<file path="config.mk">
export PLATFORM = sky130hd
export DESIGN_NAME = nns_front
export DESIGN_NICKNAME = d
export VERILOG_FILES = /design/src/sv/nns_pkg.sv /design/src/sv/nns_front.sv
export SDC_FILE = /design/constraint.sdc
export NUM_CORES = 1
export LEC_CHECK = 0
export ABC_CLOCK_PERIOD_IN_PS = 2700
export BUFFER_PORTS_ARGS = -buffer_cell sky130_fd_sc_hd__buf_2
export CAP_MARGIN = 15
export CORE_MARGIN = 1.5
export CORE_UTILIZATION = 38
export CTS_BUF_LIST = sky130_fd_sc_hd__clkbuf_4 sky130_fd_sc_hd__clkbuf_8
export DETAILED_ROUTE_END_ITERATION = 12
export PLACE_DENSITY = 0.83
export SLEW_MARGIN = 10
export SYNTH_ARGS = -nofsm -noshare
export SYNTH_HDL_FRONTEND = slang
export SYNTH_SLANG_ARGS = --single-unit
</file>
<file path="constraint.sdc">
create_clock -name clk -period 2.7 [get_ports clk]
set_input_delay 0.135 -clock clk [delete_from_list [all_inputs] [get_ports clk]]
set_output_delay 0.135 -clock clk [all_outputs]
set_load 0.01 [all_outputs]
</file>
<file path="src/sv/nns_pkg.sv">
// ----------------------------------------------------------------------------
// nns_pkg
// Types and constants shared by the nearest neighbor search block.
// ----------------------------------------------------------------------------
package nns_pkg;

	localparam int MAX_FACES   = 256;
	localparam int MAX_EIGENS  = 64;
	localparam int FACE_W      = $clog2(MAX_FACES);
	localparam int EIGEN_W     = $clog2(MAX_EIGENS);
	localparam int COEF_W      = 24;
	localparam int SQ_W        = 2 * COEF_W + 1;
	localparam int DIST_W      = SQ_W + EIGEN_W;
	localparam int FE_W        = FACE_W + EIGEN_W + 1;
	localparam int QUEUE_DEPTH = 4;
	localparam int QPTR_W      = $clog2(QUEUE_DEPTH);
	localparam int CFG_W       = 9;
	localparam logic [15:0] CONF_SAT_K = 16'd49152;
	localparam logic signed [16:0] CONF_ONE = 17'sd16384;

	typedef enum logic [0:0] {
		REG_NUM_FACES  = 1'b0,
		REG_NUM_EIGENS = 1'b1
	} cfg_reg_t;

	typedef enum logic [1:0] {
		KIND_REF,
		KIND_QRY,
		KIND_SRCH
	} kind_t;

	typedef enum logic [2:0] {
		ST_IDLE,
		ST_ISSUE,
		ST_DRAIN,
		ST_SQ,
		ST_MUL,
		ST_CMP,
		ST_EMIT
	} state_t;

	typedef struct packed {
		logic                     command;
		logic [7:0]               face_index;
		logic [5:0]               coeff_index;
		logic signed [COEF_W-1:0] coefficient;
		logic                     last_element;
	} item_t;

	typedef struct packed {
		logic [7:0]         nearest_index;
		logic [62:0]        min_distance;
		logic signed [15:0] confidence;
	} result_t;

	typedef struct packed {
		kind_t                    kind;
		logic [FACE_W-1:0]        face;
		logic [EIGEN_W-1:0]       pos;
		logic signed [COEF_W-1:0] coef;
	} word_t;

endpackage

</file>
<file path="src/sv/nns_front.sv">
// ----------------------------------------------------------------------------
// nns_front
// Accepts input words, classifies them and hands them to the queue.
// ----------------------------------------------------------------------------
module nns_front (
	input  logic          clk,
	input  logic          arst_n,
	input  logic          start,
	input  nns_pkg::item_t item,
	output logic          busy,
	input  logic          full,
	output logic          push,
	output nns_pkg::word_t word
);
	import nns_pkg::*;

	logic  vld_s1;
	word_t word_s1;
	logic  accept;

	assign busy   = vld_s1 && full;
	assign push   = vld_s1 && !full;
	assign accept = start && !busy;
	assign word   = word_s1;

	always_ff @(posedge clk or negedge arst_n) begin
		if (!arst_n) begin
			vld_s1 <= 1'b0;
		end else if (accept) begin
			vld_s1 <= 1'b1;
		end else if (push) begin
			vld_s1 <= 1'b0;
		end
	end

	always_ff @(posedge clk) begin
		if (accept) begin
			word_s1.kind <= !item.command ? KIND_REF :
				(item.last_element ? KIND_SRCH : KIND_QRY);
			word_s1.face <= item.face_index[FACE_W-1:0];
			word_s1.pos  <= item.coeff_index[EIGEN_W-1:0];
			word_s1.coef <= item.coefficient;
		end
	end

endmodule

</file>
Yosys cells after proc, flatten, opt, wreduce, memory -nomap -nowiden. Cells that the tools add are included.

Word-level logic and storage cells: 14. Register bits: 41. Output and inout bits: 42. Input bits: 44.

Mux-type cells: 3. Reduce and logical (&&, ||, !) cells: 6.

Operator list (number): logical AND 1 bit (3); logical NOT 1 bit (2); 2-to-1 mux 1 bit (2); 2-to-1 mux 2 bit (1); nonzero test 2 bit (1).

Logic depth before layout (Yosys ltp).
Depth after elaboration: 4. Mapped depth: 1. Gate-level depth less buffers: 1.

Least setup slack after synthesis. OpenSTA, ideal clock, no wires.

Path type: flip-flop to flip-flop. Start: register vld_s1. End: register word_s1 (netlist bit word[0]), enable pin. Setup slack: -0.075 ns. Arrival: 2.327 ns. Path buffers: 0. Setup time: 0.448 ns. Period minus slack after synthesis: 2.775 ns. Required time: 2.252 ns. Stages on the path, launching flop included: 2. Cells stage by stage: dfrtp_1 a21boi_1.

Longest elaborated chain between the ends: 3.

Ends and longest elaborated chain: from (decl) (line nns_front.sv:17) `logic vld_s1;`; from (signal assigned) (line nns_front.sv:28) `vld_s1 <= 1'b0;`; from (signal assigned) (line nns_front.sv:30) `vld_s1 <= 1'b1;`; from (signal assigned) (line nns_front.sv:32) `vld_s1 <= 1'b0;`; logical AND 1 bit (line nns_front.sv:21) `assign busy = vld_s1 && full;`; logical NOT 1 bit (line nns_front.sv:23) `assign accept = start && !busy;`; logical AND 1 bit (line nns_front.sv:23); net accept (line nns_front.sv:19) `logic accept;`; to (decl) (line nns_front.sv:18) `word_t word_s1;`.

The timed path passes the listed nets, and every way through them passes these cells. A chain may end at the register's enable or synchronous reset.

Worst setup path after layout.
Start: register vld_s1. End: register word_s1 (netlist bit word[12]), enable pin.

The elaborated chain is that of the path after synthesis.

==> results.yml <==
status:
  status: "completed"
floorplanning:
  io_pins: 86
  die_y_um: 60.73
  start_util_pct: 40.81
  core_area_mm2: 0.003103
  rows: 20
  die_w_um: 60.73
  die-area_mm2: 0.003688
critical_path:
  critPathMaxFanout: 40
  critPathTopFamily: "flip-flops"
  path_cells: "a21boi_4, buf_4"
  crit_path_end_kind: "register"
  r2r-end: "word[12]"
  max_stage_delay_ps: 460
  reg2regPathDepth: 2
  required_ps: 2680
  critical_path_class: "reg2reg"
  cp.buffers_inverters: 1
  r2r_start: "vld_s1"
  start_kind: "register"
  cp_slowest_cell: "dfrtp_1"
  critPathArrivalTime_ps: 1400
  r2r_slack_ps: 1280
synthesis:
  synthesis.nets: 91
  synth_area_leaders: "edfxtp_1 (95%), dfrtp_1 (2.0%), and2_1 (0.99%)"
  synth.distinct_cells: 6
  yosysWarnings: 0
  ys_async_sr_fraction_pct: 2.439
  synthCells: 47
  yosysMostFrequentCell: "edfxtp_1"
  ys_ff_latch: 41
  synth_area_mm2: 0.001266
  synth_top_area_share_pct: 94.86
  synthTopCellsByCount: "edfxtp_1 (40), and2_1 (2), nor2b_1 (2)"
  yosysTopAreaCell: "edfxtp_1"
  yosysSeqAreaShare_pct: 96.84
  synth_edf_count: 40
  syn_area_per_cell_um2: 26.94
  synthFlopType: "edfxtp_1"
clock_network:
  cts_max_level: 2
  clk_latency_ps: 330
  clk_pin_slew_ps: 120
  cts_buffer_depth: 2
  postCtsSetupRepairBufs: 0
  cts_inserted_buffers: 5
  ctsResizeCount: 0
  clock_sinks: 41
  cts_hold_buffers: 40
  clock-root-buffer: "clkbuf_4"
  cts_tree: "done"
worst_hold_path:
  hold_end: "word[38]"
  hp-start: "item[0]"
  hold_class: "in2reg"
  hold_depth: 2
drt:
  dr.pass1.iters: 4
  drcViolationCount: 0
  wl_per_cell_um: 15.39
  wl_um: 3463
  viasPerCell: 4.342
  drt-initial-drc-count: 11
  ant_nets: 0
  vias: 977
global_routing:
  overflow: 0
  grt_pass1_wl_um: 5168
  grt_pass1_vias: 1109
  grt_max_degree: 41
  grt_usage_pct: 20.97
  antenna_found_initial: 0
power:
  netSwitchingPower_mw: 0.2573
  p_clk_share_pct: 26.6
  ir_worst_vdd_mv: 0.3993
  p_sw_share_pct: 20.88
  internal-power_mw: 0.9753
  pwr-share-comb_pct: 12.4
  power_density_mw_per_mm2: 552.2
  p_seq_share_pct: 61.0
  power.leakage_nw: 0.9632
finish:
  fillers: 219
  final_layout_size_suffix_gt1_share_pct: 52.49
  fin_nets: 224
  antennaDiodeCount: 0
  final_core_util_pct: 71.94
  syn2layout_area_growth_pct: 76.28
  seqCellArea_mm2: 0.001226
  multi_input_area_um2: 51.30
placed_design:
  dp_hpwl_um: 1771
  place_congestion: 0.6888
  portBuffers: 85
sta:
  clock.fmax_mhz: 701.9
  relSlewSlack_pct: 66.97
  fin_worst_skew_ps: 8.138
  finalSetupViolCount: 0
  rsz0062_at_grt: "false"
  finalHoldViolCount: 0
  timing.final.crit_share_pct: 52.77
  finalCriticalPeriod_ps: 1425
  worst_slew_pin_slew_ps: 495.5
  slew_violations: 0
  fin_tns_setup_ps: 0
job:
  maxCapViolCount: 0
## layout by cell type (no fill, tap or decap)
cell type      Yosys  layout
dfrtp_1            1       1
and2_1             2       2
edfxtp_1          40      40
dlygate4sd3_1      0      40
buf_2              0      85
buf_4              0       1
clkbuf_4           0       7
clkbuf_8           0       1
a21boi_4           0       1
nor2b_1            2       2
a21o_1             1       1
## flip-flops by register name (all words and copies together), names as in the netlist
name    flops
vld_s1      1
word       40
## final cells by class
class,instances,area share (%)
sequential,41,54.93
timing repair buffer,126,37.33
clock buffer,8,2.971
tap,44,2.466
multi-input combinational,6,2.298
## per-layer routing
layer	up-vias	wire, um	global-route usage (%)
li1	451	-	-
met1	460	1290	21.72
met2	64	1820	37.63
met3	2	328	8.529
met4	0	23	8.385
met5	-	0	0
## worst reg2reg max path, cell delays in order, from the launching register on
cell,delay [ps]
dfrtp_1,460
a21boi_4,170
buf_4,440
## how the worst max path moves through the flow
stage            from       end  slack (ps)  cells after the start
2_1_floorplan  vld_s1   word[0]         770                      1
3_3_place_gp   vld_s1  word[15]        1380                      2
3_5_place_dp   vld_s1  word[28]        1310                      2
4_1_cts        vld_s1  word[33]        1300                      2
5_1_grt        vld_s1   word[5]        1230                      2
6_report       vld_s1  word[12]        1280                      2
## power by group through the flow
stage	Combinational, mW	Sequential, mW	Clock (mW)
floorplan	0.0161	0.783	0
global placement	0.101	0.762	0
detailed placement	0.104	0.764	0
CTS	0.148	0.750	0.337
global route	0.165	0.755	0.365
finish	0.153	0.752	0.328
## through the flow
step | area [um^2] | setup WS, ps | cells | hold WS [ps] | power [mW]
6_report | 2232 | 1275 | 225 | 74.65 | 1.233
5_1_grt | 2232 | 1228 | 225 | 65.36 | 1.285
4_1_cts | 2232 | 1302 | 225 | 61.30 | 1.236
3_5_place_dp | 1765 | 1308 | 177 | -85.99 | 0.8687
3_3_place_gp | 1765 | 1379 | 177 | -88.31 | 0.8631
2_1_floorplan | 1270 | 773.5 | 47 | -160.6 | 0.7994
## cells by family after synthesis
logic type / after synthesis / share of synthesized area, %
AO/OA/AOI/OAI: 2 / 1.186
flip-flops: 41 / 96.84
AND/OR/NAND/NOR: 4 / 1.976
No activity file was read; power rests on OpenSTA's default activity.
