**src/sv/nns_pkg.sv**
```systemverilog
// ----------------------------------------------------------------------------
// nns_pkg
// Types and constants shared by the nearest neighbor search block.
// ----------------------------------------------------------------------------
package nns_pkg;

	localparam int MAX_FACES   = 256;
	localparam int MAX_EIGENS  = 64;
	localparam int FACE_W      = $clog2(MAX_FACES);
	localparam int EIGEN_W     = $clog2(MAX_EIGENS);
	localparam int COEF_W      = 24;
	localparam int SQ_W        = 2 * COEF_W + 1;
	localparam int DIST_W      = SQ_W + EIGEN_W;
	localparam int FE_W        = FACE_W + EIGEN_W + 1;
	localparam int QUEUE_DEPTH = 4;
	localparam int QPTR_W      = $clog2(QUEUE_DEPTH);
	localparam int CFG_W       = 9;
	localparam logic [15:0] CONF_SAT_K = 16'd49152;
	localparam logic signed [16:0] CONF_ONE = 17'sd16384;

	typedef enum logic [0:0] {
		REG_NUM_FACES  = 1'b0,
		REG_NUM_EIGENS = 1'b1
	} cfg_reg_t;

	typedef enum logic [1:0] {
		KIND_REF,
		KIND_QRY,
		KIND_SRCH
	} kind_t;

	typedef enum logic [2:0] {
		ST_IDLE,
		ST_ISSUE,
		ST_DRAIN,
		ST_SQ,
		ST_MUL,
		ST_CMP,
		ST_EMIT
	} state_t;

	typedef struct packed {
		logic                     command;
		logic [7:0]               face_index;
		logic [5:0]               coeff_index;
		logic signed [COEF_W-1:0] coefficient;
		logic                     last_element;
	} item_t;

	typedef struct packed {
		logic [7:0]         nearest_index;
		logic [62:0]        min_distance;
		logic signed [15:0] confidence;
	} result_t;

	typedef struct packed {
		kind_t                    kind;
		logic [FACE_W-1:0]        face;
		logic [EIGEN_W-1:0]       pos;
		logic signed [COEF_W-1:0] coef;
	} word_t;

endpackage

```
**src/sv/nns_queue.sv**
```systemverilog
// ----------------------------------------------------------------------------
// nns_queue
// Short first-in first-out queue between the front and the back.
// ----------------------------------------------------------------------------
module nns_queue (
	input  logic           clk,
	input  logic           arst_n,
	input  logic           push,
	input  nns_pkg::word_t  wr_word,
	input  logic           pop,
	output nns_pkg::word_t  head,
	output logic           empty,
	output logic           full
);
	import nns_pkg::*;

	word_t             mem_q [QUEUE_DEPTH];
	logic [QPTR_W-1:0] wr_ptr_q;
	logic [QPTR_W-1:0] rd_ptr_q;
	logic [QPTR_W:0]   count_q;

	assign empty = (count_q == '0);
	assign full  = (count_q == (QPTR_W+1)'(QUEUE_DEPTH));
	assign head  = mem_q[rd_ptr_q];

	always_ff @(posedge clk or negedge arst_n) begin
		if (!arst_n) begin
			wr_ptr_q <= '0;
			rd_ptr_q <= '0;
			count_q  <= '0;
		end else begin
			if (push) begin
				wr_ptr_q <= wr_ptr_q + 1'b1;
			end
			if (pop) begin
				rd_ptr_q <= rd_ptr_q + 1'b1;
			end
			if (push && !pop) begin
				count_q <= count_q + 1'b1;
			end else if (pop && !push) begin
				count_q <= count_q - 1'b1;
			end
		end
	end

	always_ff @(posedge clk) begin
		if (push) begin
			mem_q[wr_ptr_q] <= wr_word;
		end
	end

	a_no_overflow: assert property (@(posedge clk) disable iff (!arst_n) push |-> !full)
		else $error("queue push while full");
	a_no_underflow: assert property (@(posedge clk) disable iff (!arst_n) pop |-> !empty)
		else $error("queue pop while empty");

endmodule

```
**config.mk**
```make
export PLATFORM = sky130hd
export DESIGN_NAME = nns_queue
export DESIGN_NICKNAME = d
export VERILOG_FILES = /design/src/sv/nns_pkg.sv /design/src/sv/nns_queue.sv
export SDC_FILE = /design/constraint.sdc
export NUM_CORES = 1
export LEC_CHECK = 0
export BUFFER_PORTS_ARGS = -buffer_cell sky130_fd_sc_hd__buf_2
export CAP_MARGIN = 0
export CORE_MARGIN = 4
export CORE_UTILIZATION = 57
export CTS_BUF_LIST = sky130_fd_sc_hd__clkbuf_16
export CTS_CLUSTER_SIZE = 30
export DETAILED_ROUTE_END_ITERATION = 16
export GPL_ROUTABILITY_DRIVEN = 1
export PLACE_DENSITY = 0.76
export SKIP_LAST_GASP = 1
export SLEW_MARGIN = 40
export SYNTH_ARGS = -nofsm -noshare
export SYNTH_HDL_FRONTEND = slang
export SYNTH_SLANG_ARGS = --single-unit
```
**constraint.sdc**
```tcl
create_clock -name clk -period 2.7 [get_ports clk]
set_input_delay 0.54 -clock clk [delete_from_list [all_inputs] [get_ports clk]]
set_output_delay 0.54 -clock clk [all_outputs]
set_load 0.03 [all_outputs]
```
[Word-level counts from Yosys, hierarchy flattened]
Memories as Yosys holds them, arrays and structs flattened.
Cells that the tools add are included.
Storage, ports and cells
  bits in registers: 7
  RAM bits: 160
  input bits: 44
  output and inout port bits: 42
  word-level logic and storage cells: 19
  memories: 1
Operators by class
  add/subtract/negate cells: 4
  equal/unequal tests: 1
  multiplexer cells: 4
  reduce and logical (&&, ||, !) cells: 6
Memory list
  mem_q: depth 4, width 40, rd ports 1, clocked after Yosys merged registers in 0, write ports 1, RTL line nns_queue.sv:17  | word_t mem_q [QUEUE_DEPTH];
Operator list (number)
  2-to-1 mux 3 bit: 2
  adder 2 x 1 -> 2 bit (second input constant): 2
  adder 3 x 1 -> 3 bit (second input constant): 1
  equality test 3 bit (second input constant): 1
  logical NOT 3 bit: 1
  subtractor 3 x 1 -> 3 bit (second input constant): 1
  logical AND 1 bit: 2
  logical NOT 1 bit: 2
  2-to-1 mux 1 bit: 2
  nonzero test 2 bit: 1

[Logic depth before layout (Yosys ltp)]
Gate-level depths: netlist (run 1).
  depth after elaboration: 4
  gate-level depth with buffers: 7
  mapped depth without buffers: 7

[Worst setup path before layout (run 1)]
OpenSTA, ideal clock, no wires.
  path type: register to register
  from: register wr_ptr_q[0]
  to: memory mem_q[2][0] (netlist name) (enable)
  data arrival time: 1.584 ns
  required time: 2.299 ns
  path slack: 0.715 ns
  stages on the path, launching flop included: 4
  period minus slack after synthesis: 1.985 ns
  cells stage by stage: dfrtp_1 -> inv_1 -> ha_1 -> and2_1
RTL lines
  start: declaration: RTL line nns_queue.sv:18  | logic [QPTR_W-1:0] wr_ptr_q;
  start signal: assignment: RTL line nns_queue.sv:33  | wr_ptr_q <= wr_ptr_q + 1'b1;
  end: declaration: RTL line nns_queue.sv:17
No word-level cell before the write port.

==> results of run 1 <==
-- worst max-delay path by stage --
stage,end,slack [ps],cells after the start
finish,head[23],190,3
global placement,head[23],510,3
detailed placement,head[23],520,3
CTS,head[23],50,3
floorplan,mem_q[2][0],720,3
global route,head[11],70,3
-- kinds of logic after synthesis --
| kind of cell | after synthesis | synth area share |
|---|---|---|
| mux | 41 | 0.148 |
| flops | 167 | 0.801 |
| compound gates | 1 | 0.000804 |
| xor+xnor | 6 | 0.00845 |
| buf+inv | 14 | 0.0209 |
| fa+ha+maj | 6 | 0.0133 |
| simple gates | 9 | 0.00785 |
-- state kept, by name, summed over array words and instances (netlist names) --
name and cells:
rd_ptr_q 2, mem_q 160, count_q 3, wr_ptr_q 2
-- repair_timing --
action / 4_1_cts / 5_1_grt
resized for setup: 0 / 1
hold buffers: 1 / 0
setup endpoints to repair: 0 / 6
hold endpoints to repair: 7 / 0
-- power by group through the flow --
| stage | logic [mW] | registers (mW) | clock network, mW |
|---|---|---|---|
| after detailed placement | 2.88 | 3.69 | 0 |
| after CTS | 2.90 | 3.65 | 2.34 |
| after floorplan | 2.27 | 3.55 | 0 |
| final | 2.84 | 3.63 | 2.31 |
| after global routing | 3.02 | 3.69 | 2.49 |
| after global placement | 2.85 | 3.66 | 0 |
-- cell type report --
cell class	count	share of cell area
clock buffer	17	0.0573
clock inverter	14	0.0195
inverter	4	0.00202
multi-input combinational	63	0.150
sequential	167	0.671
tap	136	0.0229
timing repair buffer	99	0.0768
-- layer usage --
metal	routed length [um]	track usage	vias to the layer above
li1	-	-	1245
met1	4360	0.236	1448
met2	5440	0.285	80
met3	459	0.0555	9
met4	95	0.0505	0
met5	0	0	-
-- layout by cell type (no fill, tap or decap) --
master	synthesis	layout
and2_2	0	4
buf_12	4	3
buf_2	4	85
buf_4	0	10
bufinv_16	0	3
clkbuf_16	0	17
clkinv_1	0	2
clkinv_2	0	2
clkinvlp_4	0	3
dfrtp_1	7	5
dfrtp_2	0	1
dfrtp_4	0	1
dlygate4sd3_1	0	1
edfxtp_1	160	160
fa_1	1	1
ha_1	5	5
inv_1	4	8
mux2_2	1	1
mux4_1	2	2
mux4_2	38	38
nand2_1	2	2
nor2_1	1	1
nor3_1	1	1
nor3b_1	1	1
o21ai_0	1	1
xnor2_1	2	2
xor2_1	4	4
-- worst max-delay path, delay by kind of cell, from the launching register on --
family	cells	cell delay (ps)
flip-flops	1	580
multiplexers	1	520
buffers and inverters	2	440
==> summary.txt, run 1 <==
Timing
  • Max Slew Vio Count: 0
  • Fin Setup TNS: 0 ps
  • Worst Tran Pin Value: 400 ps
  • Fin crit share: 0.928
  • Final worst slack: 194 ps
  • F_max: 0.399 GHz
  • Min Tclk post-route: 2510 ps
  • Final hold violations: 0
  • Worst hold slack: 341 ps
  • Final setup fails: 0
  • RSZ-0062 raised after global routing: no
  • Worst Skew: 10.4 ps
  • Slew margin rel.: 0.734

Yosys
  • Most common cell in the netlist: edfxtp_1
  • Yosys reg bits: 167
  • Syn Area/Cell: 25.5 um^2
  • Top cells by area, synth: edfxtp_1, mux4_2, dfrtp_1
  • Top post-synthesis cells by count: edfxtp_1, mux4_2, dfrtp_1
  • Cells after Synth: 244
  • Post-synth EDFFs: 160
  • Sequential share of the synthesized area: 0.801
  • Synth top area share: 0.773
  • Yosys warns: 0
  • Netlist Area Pre-Place: 6220 um^2
  • Top_reg_cell synth: edfxtp_1
  • Area leader, netlist: edfxtp_1
  • Post-synth ARST share: 0.0419
  • Post-synth net total: 294
  • Cell variety after synth: 20

Layout
  • Footprint of the multi-input gates: 1110 um^2
  • Final net count: 402
  • Final core utilization: 0.710
  • Area Overhead vs Synth: 19.4%
  • Reg area: 4980 um^2
  • Post-route insts no fill: 500
  • Ant diodes: 0
  • Ratio of cells with drive above 1 in the final layout: 0.462
  • Final instance area: 7420 um^2
  • FILL cells: 666

Global routing
  • Largest net degree at the start of global routing: 28
  • First-pass GRT wire length: 16500 um
  • Global route total overflow: 0
  • Vias in the first global route: 3016
  • Gr usage total: 0.177
  • Initial antenna violation count: 0

Route
  • Iteration-0 DRC Markers: 152
  • DRC Markers: 0
  • Vias: 2782
  • Drt wl/cell: 20.7 um
  • First-pass DRT Iterations: 4
  • Routed wire length: 10400 um
  • Vias per cell: 5.56
  • Remaining antenna violation count after routing: 0

Clock tree
  • TritonCTS Buffers: 17
  • Post-CTS setup buffer count: 0
  • CTS clock-pin slew for the worst setup and hold paths: 60 ps
  • Bufs on Longest Clock Path: 2
  • Number of clock sinks: 167
  • CTS tree: built
  • CTS H-tree lvls: 4
  • CTS root buf: clkbuf_16
  • Clock Latency Late Sink: 410 ps

Critical path
  • Reg-to-Reg End: mem_q[2][4]
  • Crit path launch: rd_ptr_q[0]
  • Master of the slowest instance on the critical path: dfrtp_4
  • Crit Path Category: register to primary output
  • R2r setup slk: 1020 ps
  • Slowest stage delay, CP: 580 ps
  • CP Data Required Time: 2160 ps
  • Worst Path Arrival: 1970 ps
  • CP endpoint kind: primary output
  • Worst Setup Start Kind: register
  • R2R cell count: 4
  • Crit Path Max Fanout: 14
  • R2r startpoint: wr_ptr_q[0]
  • Critical path cell sequence: buf_4 -> mux4_2 -> buf_2

Hold path
  • Hold Path Sink: mem_q[1][22]
  • Cells on Worst Hold Path: 1
  • Worst Hold Class: input port to register
  • Worst Min Path Start: wr_word[22]

Power and ir drop
  • Peak VDD IR: 0.735 mV
  • Pwr dens: 1180 nW/um^2
  • Combinational share of power: 0.323
  • Flop pwr share: 0.414
  • Sw Ratio: 0.323
  • P_sw: 2.84 mW
  • Pint: 5.95 mW
  • LEAKAGE: 2.63 nW
  • Pwr Total: 8.78 mW
  • Clock share of power: 0.263

Placed design
  • Placed Area: 6840 um^2
  • GPL Wtd Cong: 0.685
  • DP Worst Slack: 522 ps
  • Post-DP HPWL: 6660 um
  • Placed cell count: 468
  • # port buffers: 85

Floorplan
  • Row count: 37
  • Die area: 12600 um^2
  • I/O pins: 86
  • Starting Density: 0.594
  • Die W: 112 um
  • Core area: 10500 um^2
  • Chip height: 112 um

Run status
  • Outcome: complete, no violations

Job
  • # Max-Cap Violations: 0
(Power assumes the default switching activity.)
==> run 2, diff against run 1 <==
--- a/config.mk
+++ b/config.mk
@@ -5,15 +5,16 @@
 export SDC_FILE = /design/constraint.sdc
 export NUM_CORES = 1
 export LEC_CHECK = 0
+export ABC_AREA = 1
 export BUFFER_PORTS_ARGS = -buffer_cell sky130_fd_sc_hd__buf_2
 export CAP_MARGIN = 0
 export CORE_MARGIN = 4
-export CORE_UTILIZATION = 57
+export CORE_UTILIZATION = 58
 export CTS_BUF_LIST = sky130_fd_sc_hd__clkbuf_16
 export CTS_CLUSTER_SIZE = 30
 export DETAILED_ROUTE_END_ITERATION = 16
 export GPL_ROUTABILITY_DRIVEN = 1
-export PLACE_DENSITY = 0.76
+export PLACE_DENSITY = 0.77
 export SKIP_LAST_GASP = 1
 export SLEW_MARGIN = 40
 export SYNTH_ARGS = -nofsm -noshare
==> run 2 against run 1 <==
Clock skew is 4.1 ps lower. Largest power group is now combinational logic. Die area up 9.6%. Cell count grew 52%. Combinational power is 35% higher.
==> summary.txt, run 2 <==
Timing
  • RSZ-0062 raised after global routing: no
  • Slew margin rel.: 0.609 (-0.125)
  • Final hold violations: 0 (unchanged)
  • Fin Setup TNS: 0 ps (unchanged)
  • Fin crit share: 0.938 (+0.0101)
  • Worst Tran Pin Value: 587 ps (+187 ps)
  • Final setup fails: 0 (unchanged)
  • Max Slew Vio Count: 0 (unchanged)
  • Worst Skew: 6.34 ps (-4.05 ps)
  • F_max: 0.395 GHz (-1.1%)
  • Min Tclk post-route: 2530 ps (+27.3 ps)

Yosys
  • Top cells by area, synth: edfxtp_1, o211ai_2, nand2_1
  • Cells after Synth: 515 (+110%)
  • Post-synth ARST share: 0.0419 (unchanged)
  • Netlist Area Pre-Place: 6980 um^2 (+12%)
  • Most common cell in the netlist: edfxtp_1
  • Post-synth EDFFs: 160 (unchanged)
  • Top_reg_cell synth: edfxtp_1
  • Top post-synthesis cells by count: edfxtp_1, nand2_1, inv_1
  • Yosys warns: 0 (unchanged)
  • Sequential share of the synthesized area: 0.713 (-0.0877)
  • Post-synth net total: 565 (+92%)
  • Yosys reg bits: 167 (unchanged)
  • Syn Area/Cell: 13.6 um^2 (-47%)
  • Cell variety after synth: 20 (unchanged)
  • Area leader, netlist: edfxtp_1
  • Synth top area share: 0.688 (-0.0846)

Floorplan
  • Die W: 118 um (+4.7%)
  • I/O pins: 86 (unchanged)
  • Core area: 11600 um^2 (+11%)
  • Die area: 13900 um^2 (+9.6%)
  • Row count: 39 (+5.4%)
  • Chip height: 118 um (+4.7%)
  • Starting Density: 0.601 (+0.00692)

Route
  • Drt wl/cell: 16.7 um (-19%)
  • DRC Markers: 0 (unchanged)
  • Iteration-0 DRC Markers: 290 (+91%)
  • First-pass DRT Iterations: 5 (+1)
  • Routed wire length: 12700 um (+23%)
  • Vias per cell: 5.29 (-5.0%)
  • Vias: 4019 (+44%)
  • Remaining antenna violation count after routing: 0 (unchanged)

Clock tree
  • Number of clock sinks: 167 (unchanged)
  • CTS clock-pin slew for the worst setup and hold paths: 60 ps (about the same)
  • CTS tree: built
  • Bufs on Longest Clock Path: 2 (unchanged)
  • CTS H-tree lvls: 4 (unchanged)
  • TritonCTS Buffers: 17 (unchanged)
  • Cts repair resizes: 0 (unchanged)
  • CTS root buf: clkbuf_16
  • Clock Latency Late Sink: 420 ps (about the same)

Critical path
  • Worst Path Arrival: 1990 ps (+20 ps)
  • R2r startpoint: wr_ptr_q[1]
  • Crit Path Max Fanout: 68 (+54)
  • CP Data Required Time: 2160 ps (about the same)
  • Worst Setup Start Kind: register
  • CP endpoint kind: primary output
  • Crit path launch: rd_ptr_q[0]
  • Crit Path Category: register to primary output

Placed design
  • Post-DP HPWL: 7700 um (+16%)
  • # port buffers: 85 (unchanged)
  • GPL Wtd Cong: 0.721 (+5.2%)

Run status
  • Outcome: complete, no violations

Job
  • # Max-Cap Violations: 0 (unchanged)

Hold path
  • Worst Min Path Start: wr_word[28]
  • Worst Hold Class: input port to register

Layout
  • Top flop regs: mem_q: 160 flops, count_q: 3 flops
  • Ratio of cells with drive above 1 in the final layout: 0.277 (-0.184)
  • Ant diodes: 0 (unchanged)
  • Commonest non-fill, non-tap cells in the layout: edfxtp_1, nand2_1, inv_1
  • Most common cell after layout, fill and taps aside: edfxtp_1
  • Final net count: 654 (+63%)
  • Max FFs per register: 160 (unchanged)
  • Area Overhead vs Synth: 15.5%
  • Most flops, register: mem_q

Global routing
  • Vias in the first global route: 4002 (+33%)
  • Largest net degree at the start of global routing: 69 (+150%)
  • First-pass GRT wire length: 20700 um (+25%)
  • Gr usage total: 0.195 (+0.0188)
  • Global route total overflow: 0 (unchanged)
  • Initial antenna violation count: 1 (+1)

Power and ir drop
  • Pwr Total: 9.62 mW (+9.5%)
  • Pwr dens: 1190 nW/um^2 (+0.82%)
  • LEAKAGE: 3.36 nW (+28%)
  • Peak VDD IR: 0.781 mV (+6.3%)
[run 2: cell types whose count changed after synthesis, sizes merged, moves of 4 or more]
cell / change
and2: -4
nand2: +131
o211ai: +80
inv: +88
buf: +17
mux4: -40
[run 2: kinds of logic (layout without fill, tap and decap cells)]
kind of cell               count (synthesis)  after routing  synth area share
xor gates and xnor gates                   4              4           0.00502
AOI/OAI and AO/OA                         81             81             0.115
DFF                                      167            167             0.713
adders and majority gates                  6              6            0.0118
buffers and inverters                    120            222            0.0801
and+or+nand+nor                          137            137            0.0745
[run 2: repair_timing]
item	4_1_cts	5_1_grt
hold buffers	1	0
endpoints found under the hold margin	7	0
buffers inserted	0	0
[run 2: critical path: stages (launching register included)]
cell and delay (ps):
dfrtp_4 700, buf_12 350, nand2_1 100, o211ai_1 110, nand2_1 110, buf_2 190
[run 2: where the power goes]
part | leakage (nW) | internal [mW] | switching (mW)
clock network | 0.274 | 1.23 | 0.908
logic | 1.53 | 1.14 | 2.68
registers | 1.55 | 3.41 | 0.253
total | 3.36 | 5.78 | 3.84
[run 2: final timing paths]
| check | endpoint | slack, ps | depth (start not counted) |
|---|---|---|---|
| min | mem_q[0][28] | 330 | 1 |
| min reg2reg | count_q[2] | 530 | 2 |
| min in group asynchronous | wr_ptr_q[0] | 490 | 2 |
| max reg2reg | mem_q[1][0] | 1010 | 5 |
| max | head[9] | 170 | 5 |
| max in group asynchronous | rd_ptr_q[0] | 2020 | 2 |
[run 2: cell type report]
type / count / area [um^2]
Multi-Input combinational cell: 228 / 1440
Fill cell: 788 / 3550
Timing Repair Buffer: 98 / 588
Clock inverter: 15 / 98.8
Sequential cell: 167 / 4980
Tap cell: 143 / 179
Inverter: 92 / 345
Clock buffer: 17 / 425
[run 2: through the flow]
stage / cell area [um^2] / util / setup slack, ps / hold slack, ps / instances
after floorplan: 6980 / - / 689 / 244 / 515
after global placement: 7530 / 0.648 / 659 / 379 / 727
after detailed placement: 7530 / 0.648 / 627 / 388 / 727
after CTS: 8070 / 0.694 / 139 / 308 / 760
after global routing: 8070 / 0.694 / 24.8 / 315 / 760
final: 8070 / 0.694 / 167 / 329 / 760
[run 2: routing by layer]
| metal | GRT usage | share of wire |
|---|---|---|
| met5 | 0 | 0.00087 |
| met4 | 0.0747 | 0.022 |
| met3 | 0.0567 | 0.060 |
| met2 | 0.326 | 0.50 |
| met1 | 0.243 | 0.42 |
==> run 3, diff against run 2 <==
--- a/config.mk
+++ b/config.mk
@@ -14,7 +14,9 @@
 export CTS_CLUSTER_SIZE = 30
 export DETAILED_ROUTE_END_ITERATION = 16
 export GPL_ROUTABILITY_DRIVEN = 1
-export PLACE_DENSITY = 0.77
+export PLACE_DENSITY_LB_ADDON = 0.15
+export REMOVE_ABC_BUFFERS = 1
+export SKIP_CTS_REPAIR_TIMING = 1
 export SKIP_LAST_GASP = 1
 export SLEW_MARGIN = 40
 export SYNTH_ARGS = -nofsm -noshare
==> run 3 against run 2 <==
Register-to-register slack improved by 30 ps. Hold slack worse by 0.96 ps. Non-clock buffer count shrank 1. Total power is 1.2% lower. Wire length shrank 3.6%. Final area is 0.22% lower. Sequential share of layout area increased by 0.13 points. Highest routed layer is now met4.
==> summary.txt, run 3 (synthesis results as in run 2) <==
Power and ir drop
  • Clock share of power: 0.220 (-0.003)
  • LEAKAGE: 3.35 nW (-0.23%)
  • Sw Ratio: 0.395 (-0.00478)
  • Pwr dens: 1180 nW/um^2 (-0.97%)
  • Peak VDD IR: 0.652 mV (-17%)
  • Pint: 5.75 mW (-0.40%)
  • Combinational share of power: 0.394 (-0.003)
  • P_sw: 3.75 mW (-2.4%)
  • Flop pwr share: 0.386 (+0.006)
  • Pwr Total: 9.50 mW (-1.2%)

Layout
  • Most common cell after layout, fill and taps aside: edfxtp_1
  • FILL cells: 825 (+4.7%)
  • Commonest non-fill, non-tap cells in the layout: edfxtp_1, nand2_1, inv_1
  • Final instance area: 8050 um^2 (-0.22%)
  • Final core utilization: 0.693 (-0.00151)
  • Ant diodes: 0 (unchanged)
  • Top flop regs: mem_q: 160 flops, count_q: 3 flops
  • Area Overhead vs Synth: 15.2%
  • Most flops, register: mem_q
  • Final net count: 653 (-0.15%)
  • Ratio of cells with drive above 1 in the final layout: 0.266 (-0.0109)
  • Post-route insts no fill: 759 (-0.13%)
  • Max FFs per register: 160 (unchanged)

Route
  • DRC Markers: 0 (unchanged)
  • Vias per cell: 5.24 (-0.89%)
  • Routed wire length: 12300 um (-3.6%)
  • Vias: 3978 (-1.0%)
  • Drt wl/cell: 16.1 um (-3.5%)
  • Iteration-0 DRC Markers: 260 (-10%)
  • Remaining antenna violation count after routing: 0 (unchanged)
  • First-pass DRT Iterations: 4 (-1)

Timing
  • Min Tclk post-route: 2510 ps (-24.7 ps)
  • F_max: 0.399 GHz (+0.98%)
  • Fin Setup TNS: 0 ps (unchanged)
  • Final setup fails: 0 (unchanged)
  • Worst Skew: 16.3 ps (+9.97 ps)
  • RSZ-0062 raised after global routing: no
  • Worst hold slack: 328 ps (-0.963 ps)
  • Final hold violations: 0 (unchanged)
  • Max Slew Vio Count: 0 (unchanged)
  • Final worst slack: 191 ps (+24.7 ps)
  • Worst Tran Pin Value: 604 ps (+17.3 ps)
  • Slew margin rel.: 0.597 (-0.0115)
  • Fin crit share: 0.929 (-0.00915)

Critical path
  • CP Data Required Time: 2160 ps (about the same)
  • Worst Path Arrival: 1970 ps (-20 ps)
  • CP endpoint kind: primary output
  • Crit Path Max Fanout: 33 (-51%)
  • Worst Setup Start Kind: register
  • Crit Path Category: register to primary output

Placed design
  • # port buffers: 85 (unchanged)
  • Post-DP HPWL: 7430 um (-3.6%)
  • GPL Wtd Cong: 0.770 (+6.8%)
  • DP Worst Slack: 629 ps (+2.28 ps)
  • Placed Area: 7520 um^2 (about the same)
  • Placed cell count: 726 (-0.14%)

Global routing
  • Global route total overflow: 0 (unchanged)
  • First-pass GRT wire length: 20000 um (-3.2%)
  • Routing usage on met2: 0.312 (-0.0144)
  • Initial antenna violation count: 0 (-1)
  • GRT met3 Usage: 0.0601 (+0.00336)
  • GRT busiest layer: met2
  • Gr usage total: 0.187 (-0.00813)
  • Vias in the first global route: 4019 (+0.42%)
  • Largest net degree at the start of global routing: 53 (-23%)
  • Grt met1 use: 0.231 (-0.0116)

Clock tree
  • CTS root buf: clkbuf_16
  • CTS H-tree lvls: 4 (unchanged)
  • TritonCTS Buffers: 17 (unchanged)
  • Clock Latency Late Sink: 420 ps (about the same)
  • CTS clock-pin slew for the worst setup and hold paths: 60 ps (about the same)
  • Number of clock sinks: 167 (unchanged)
  • Bufs on Longest Clock Path: 2 (unchanged)
  • CTS tree: built

Run status
  • Outcome: complete, no violations

Floorplan
  • Chip height: 118 um (unchanged)
  • Core area: 11600 um^2 (unchanged)
  • I/O pins: 86 (unchanged)
  • Row count: 39 (unchanged)
  • Die area: 13900 um^2 (unchanged)
  • Die W: 118 um (unchanged)
  • Starting Density: 0.601 (unchanged)

Hold path
  • Worst Hold Class: input port to register

Job
  • # Max-Cap Violations: 0 (unchanged)
run 3: cell count changes in the layout (fill, tap and decap cells not counted), sizes merged:
cell      delta
inv          +2
buf          -1
clkinv       -1
clkinvlp     -1
run 3: path summary, 6_finish.rpt:
| path | start | end | slack, ps | cells after the start |
|---|---|---|---|---|
| setup / recovery | rd_ptr_q[0] | head[37] | 190 | 5 |
| hold / removal | wr_word[34] | mem_q[0][34] | 330 | 1 |
| setup reg to reg | wr_ptr_q[0] | mem_q[0][31] | 1040 | 5 |
| hold reg to reg | count_q[2] | count_q[2] | 510 | 2 |
| max in group asynchronous | arst_n | rd_ptr_q[0] | 2030 | 2 |
| min in group asynchronous | arst_n | rd_ptr_q[0] | 480 | 2 |
run 3: routing by layer:
metal / wire (um) / share of wire / vias to the layer above
li1: - / - / 1950
met1: 5210 / 0.43 / 1931
met2: 6370 / 0.52 / 86
met3: 573 / 0.047 / 11
met4: 106 / 0.0087 / 0
met5: 0 / 0 / -
run 3: final cells by class:
class,count,area (um^2),area share
sequential,167,4980,0.619
multi-input combinational,228,1440,0.179
timing repair buffer,97,581,0.0721
clock buffer,17,425,0.0529
inverter,92,345,0.0429
tap,143,179,0.0222
clock inverter,15,88.8,0.0110
run 3: worst max-delay path, stage by stage, from the launching register on:
cell      delay, ps
dfrtp_4         680
buf_4           390
nand2_1         100
o211ai_1        100
nand2_1          80
buf_2           180
run 3: power groups by stage:
stage	clock, mW	sequential (mW)	combinational, mW
after floorplan	0	3.89	2.30
after global placement	0	3.70	3.72
after detailed placement	0	3.72	3.79
after CTS	2.13	3.67	3.81
after global routing	2.25	3.72	4.08
final	2.09	3.67	3.74
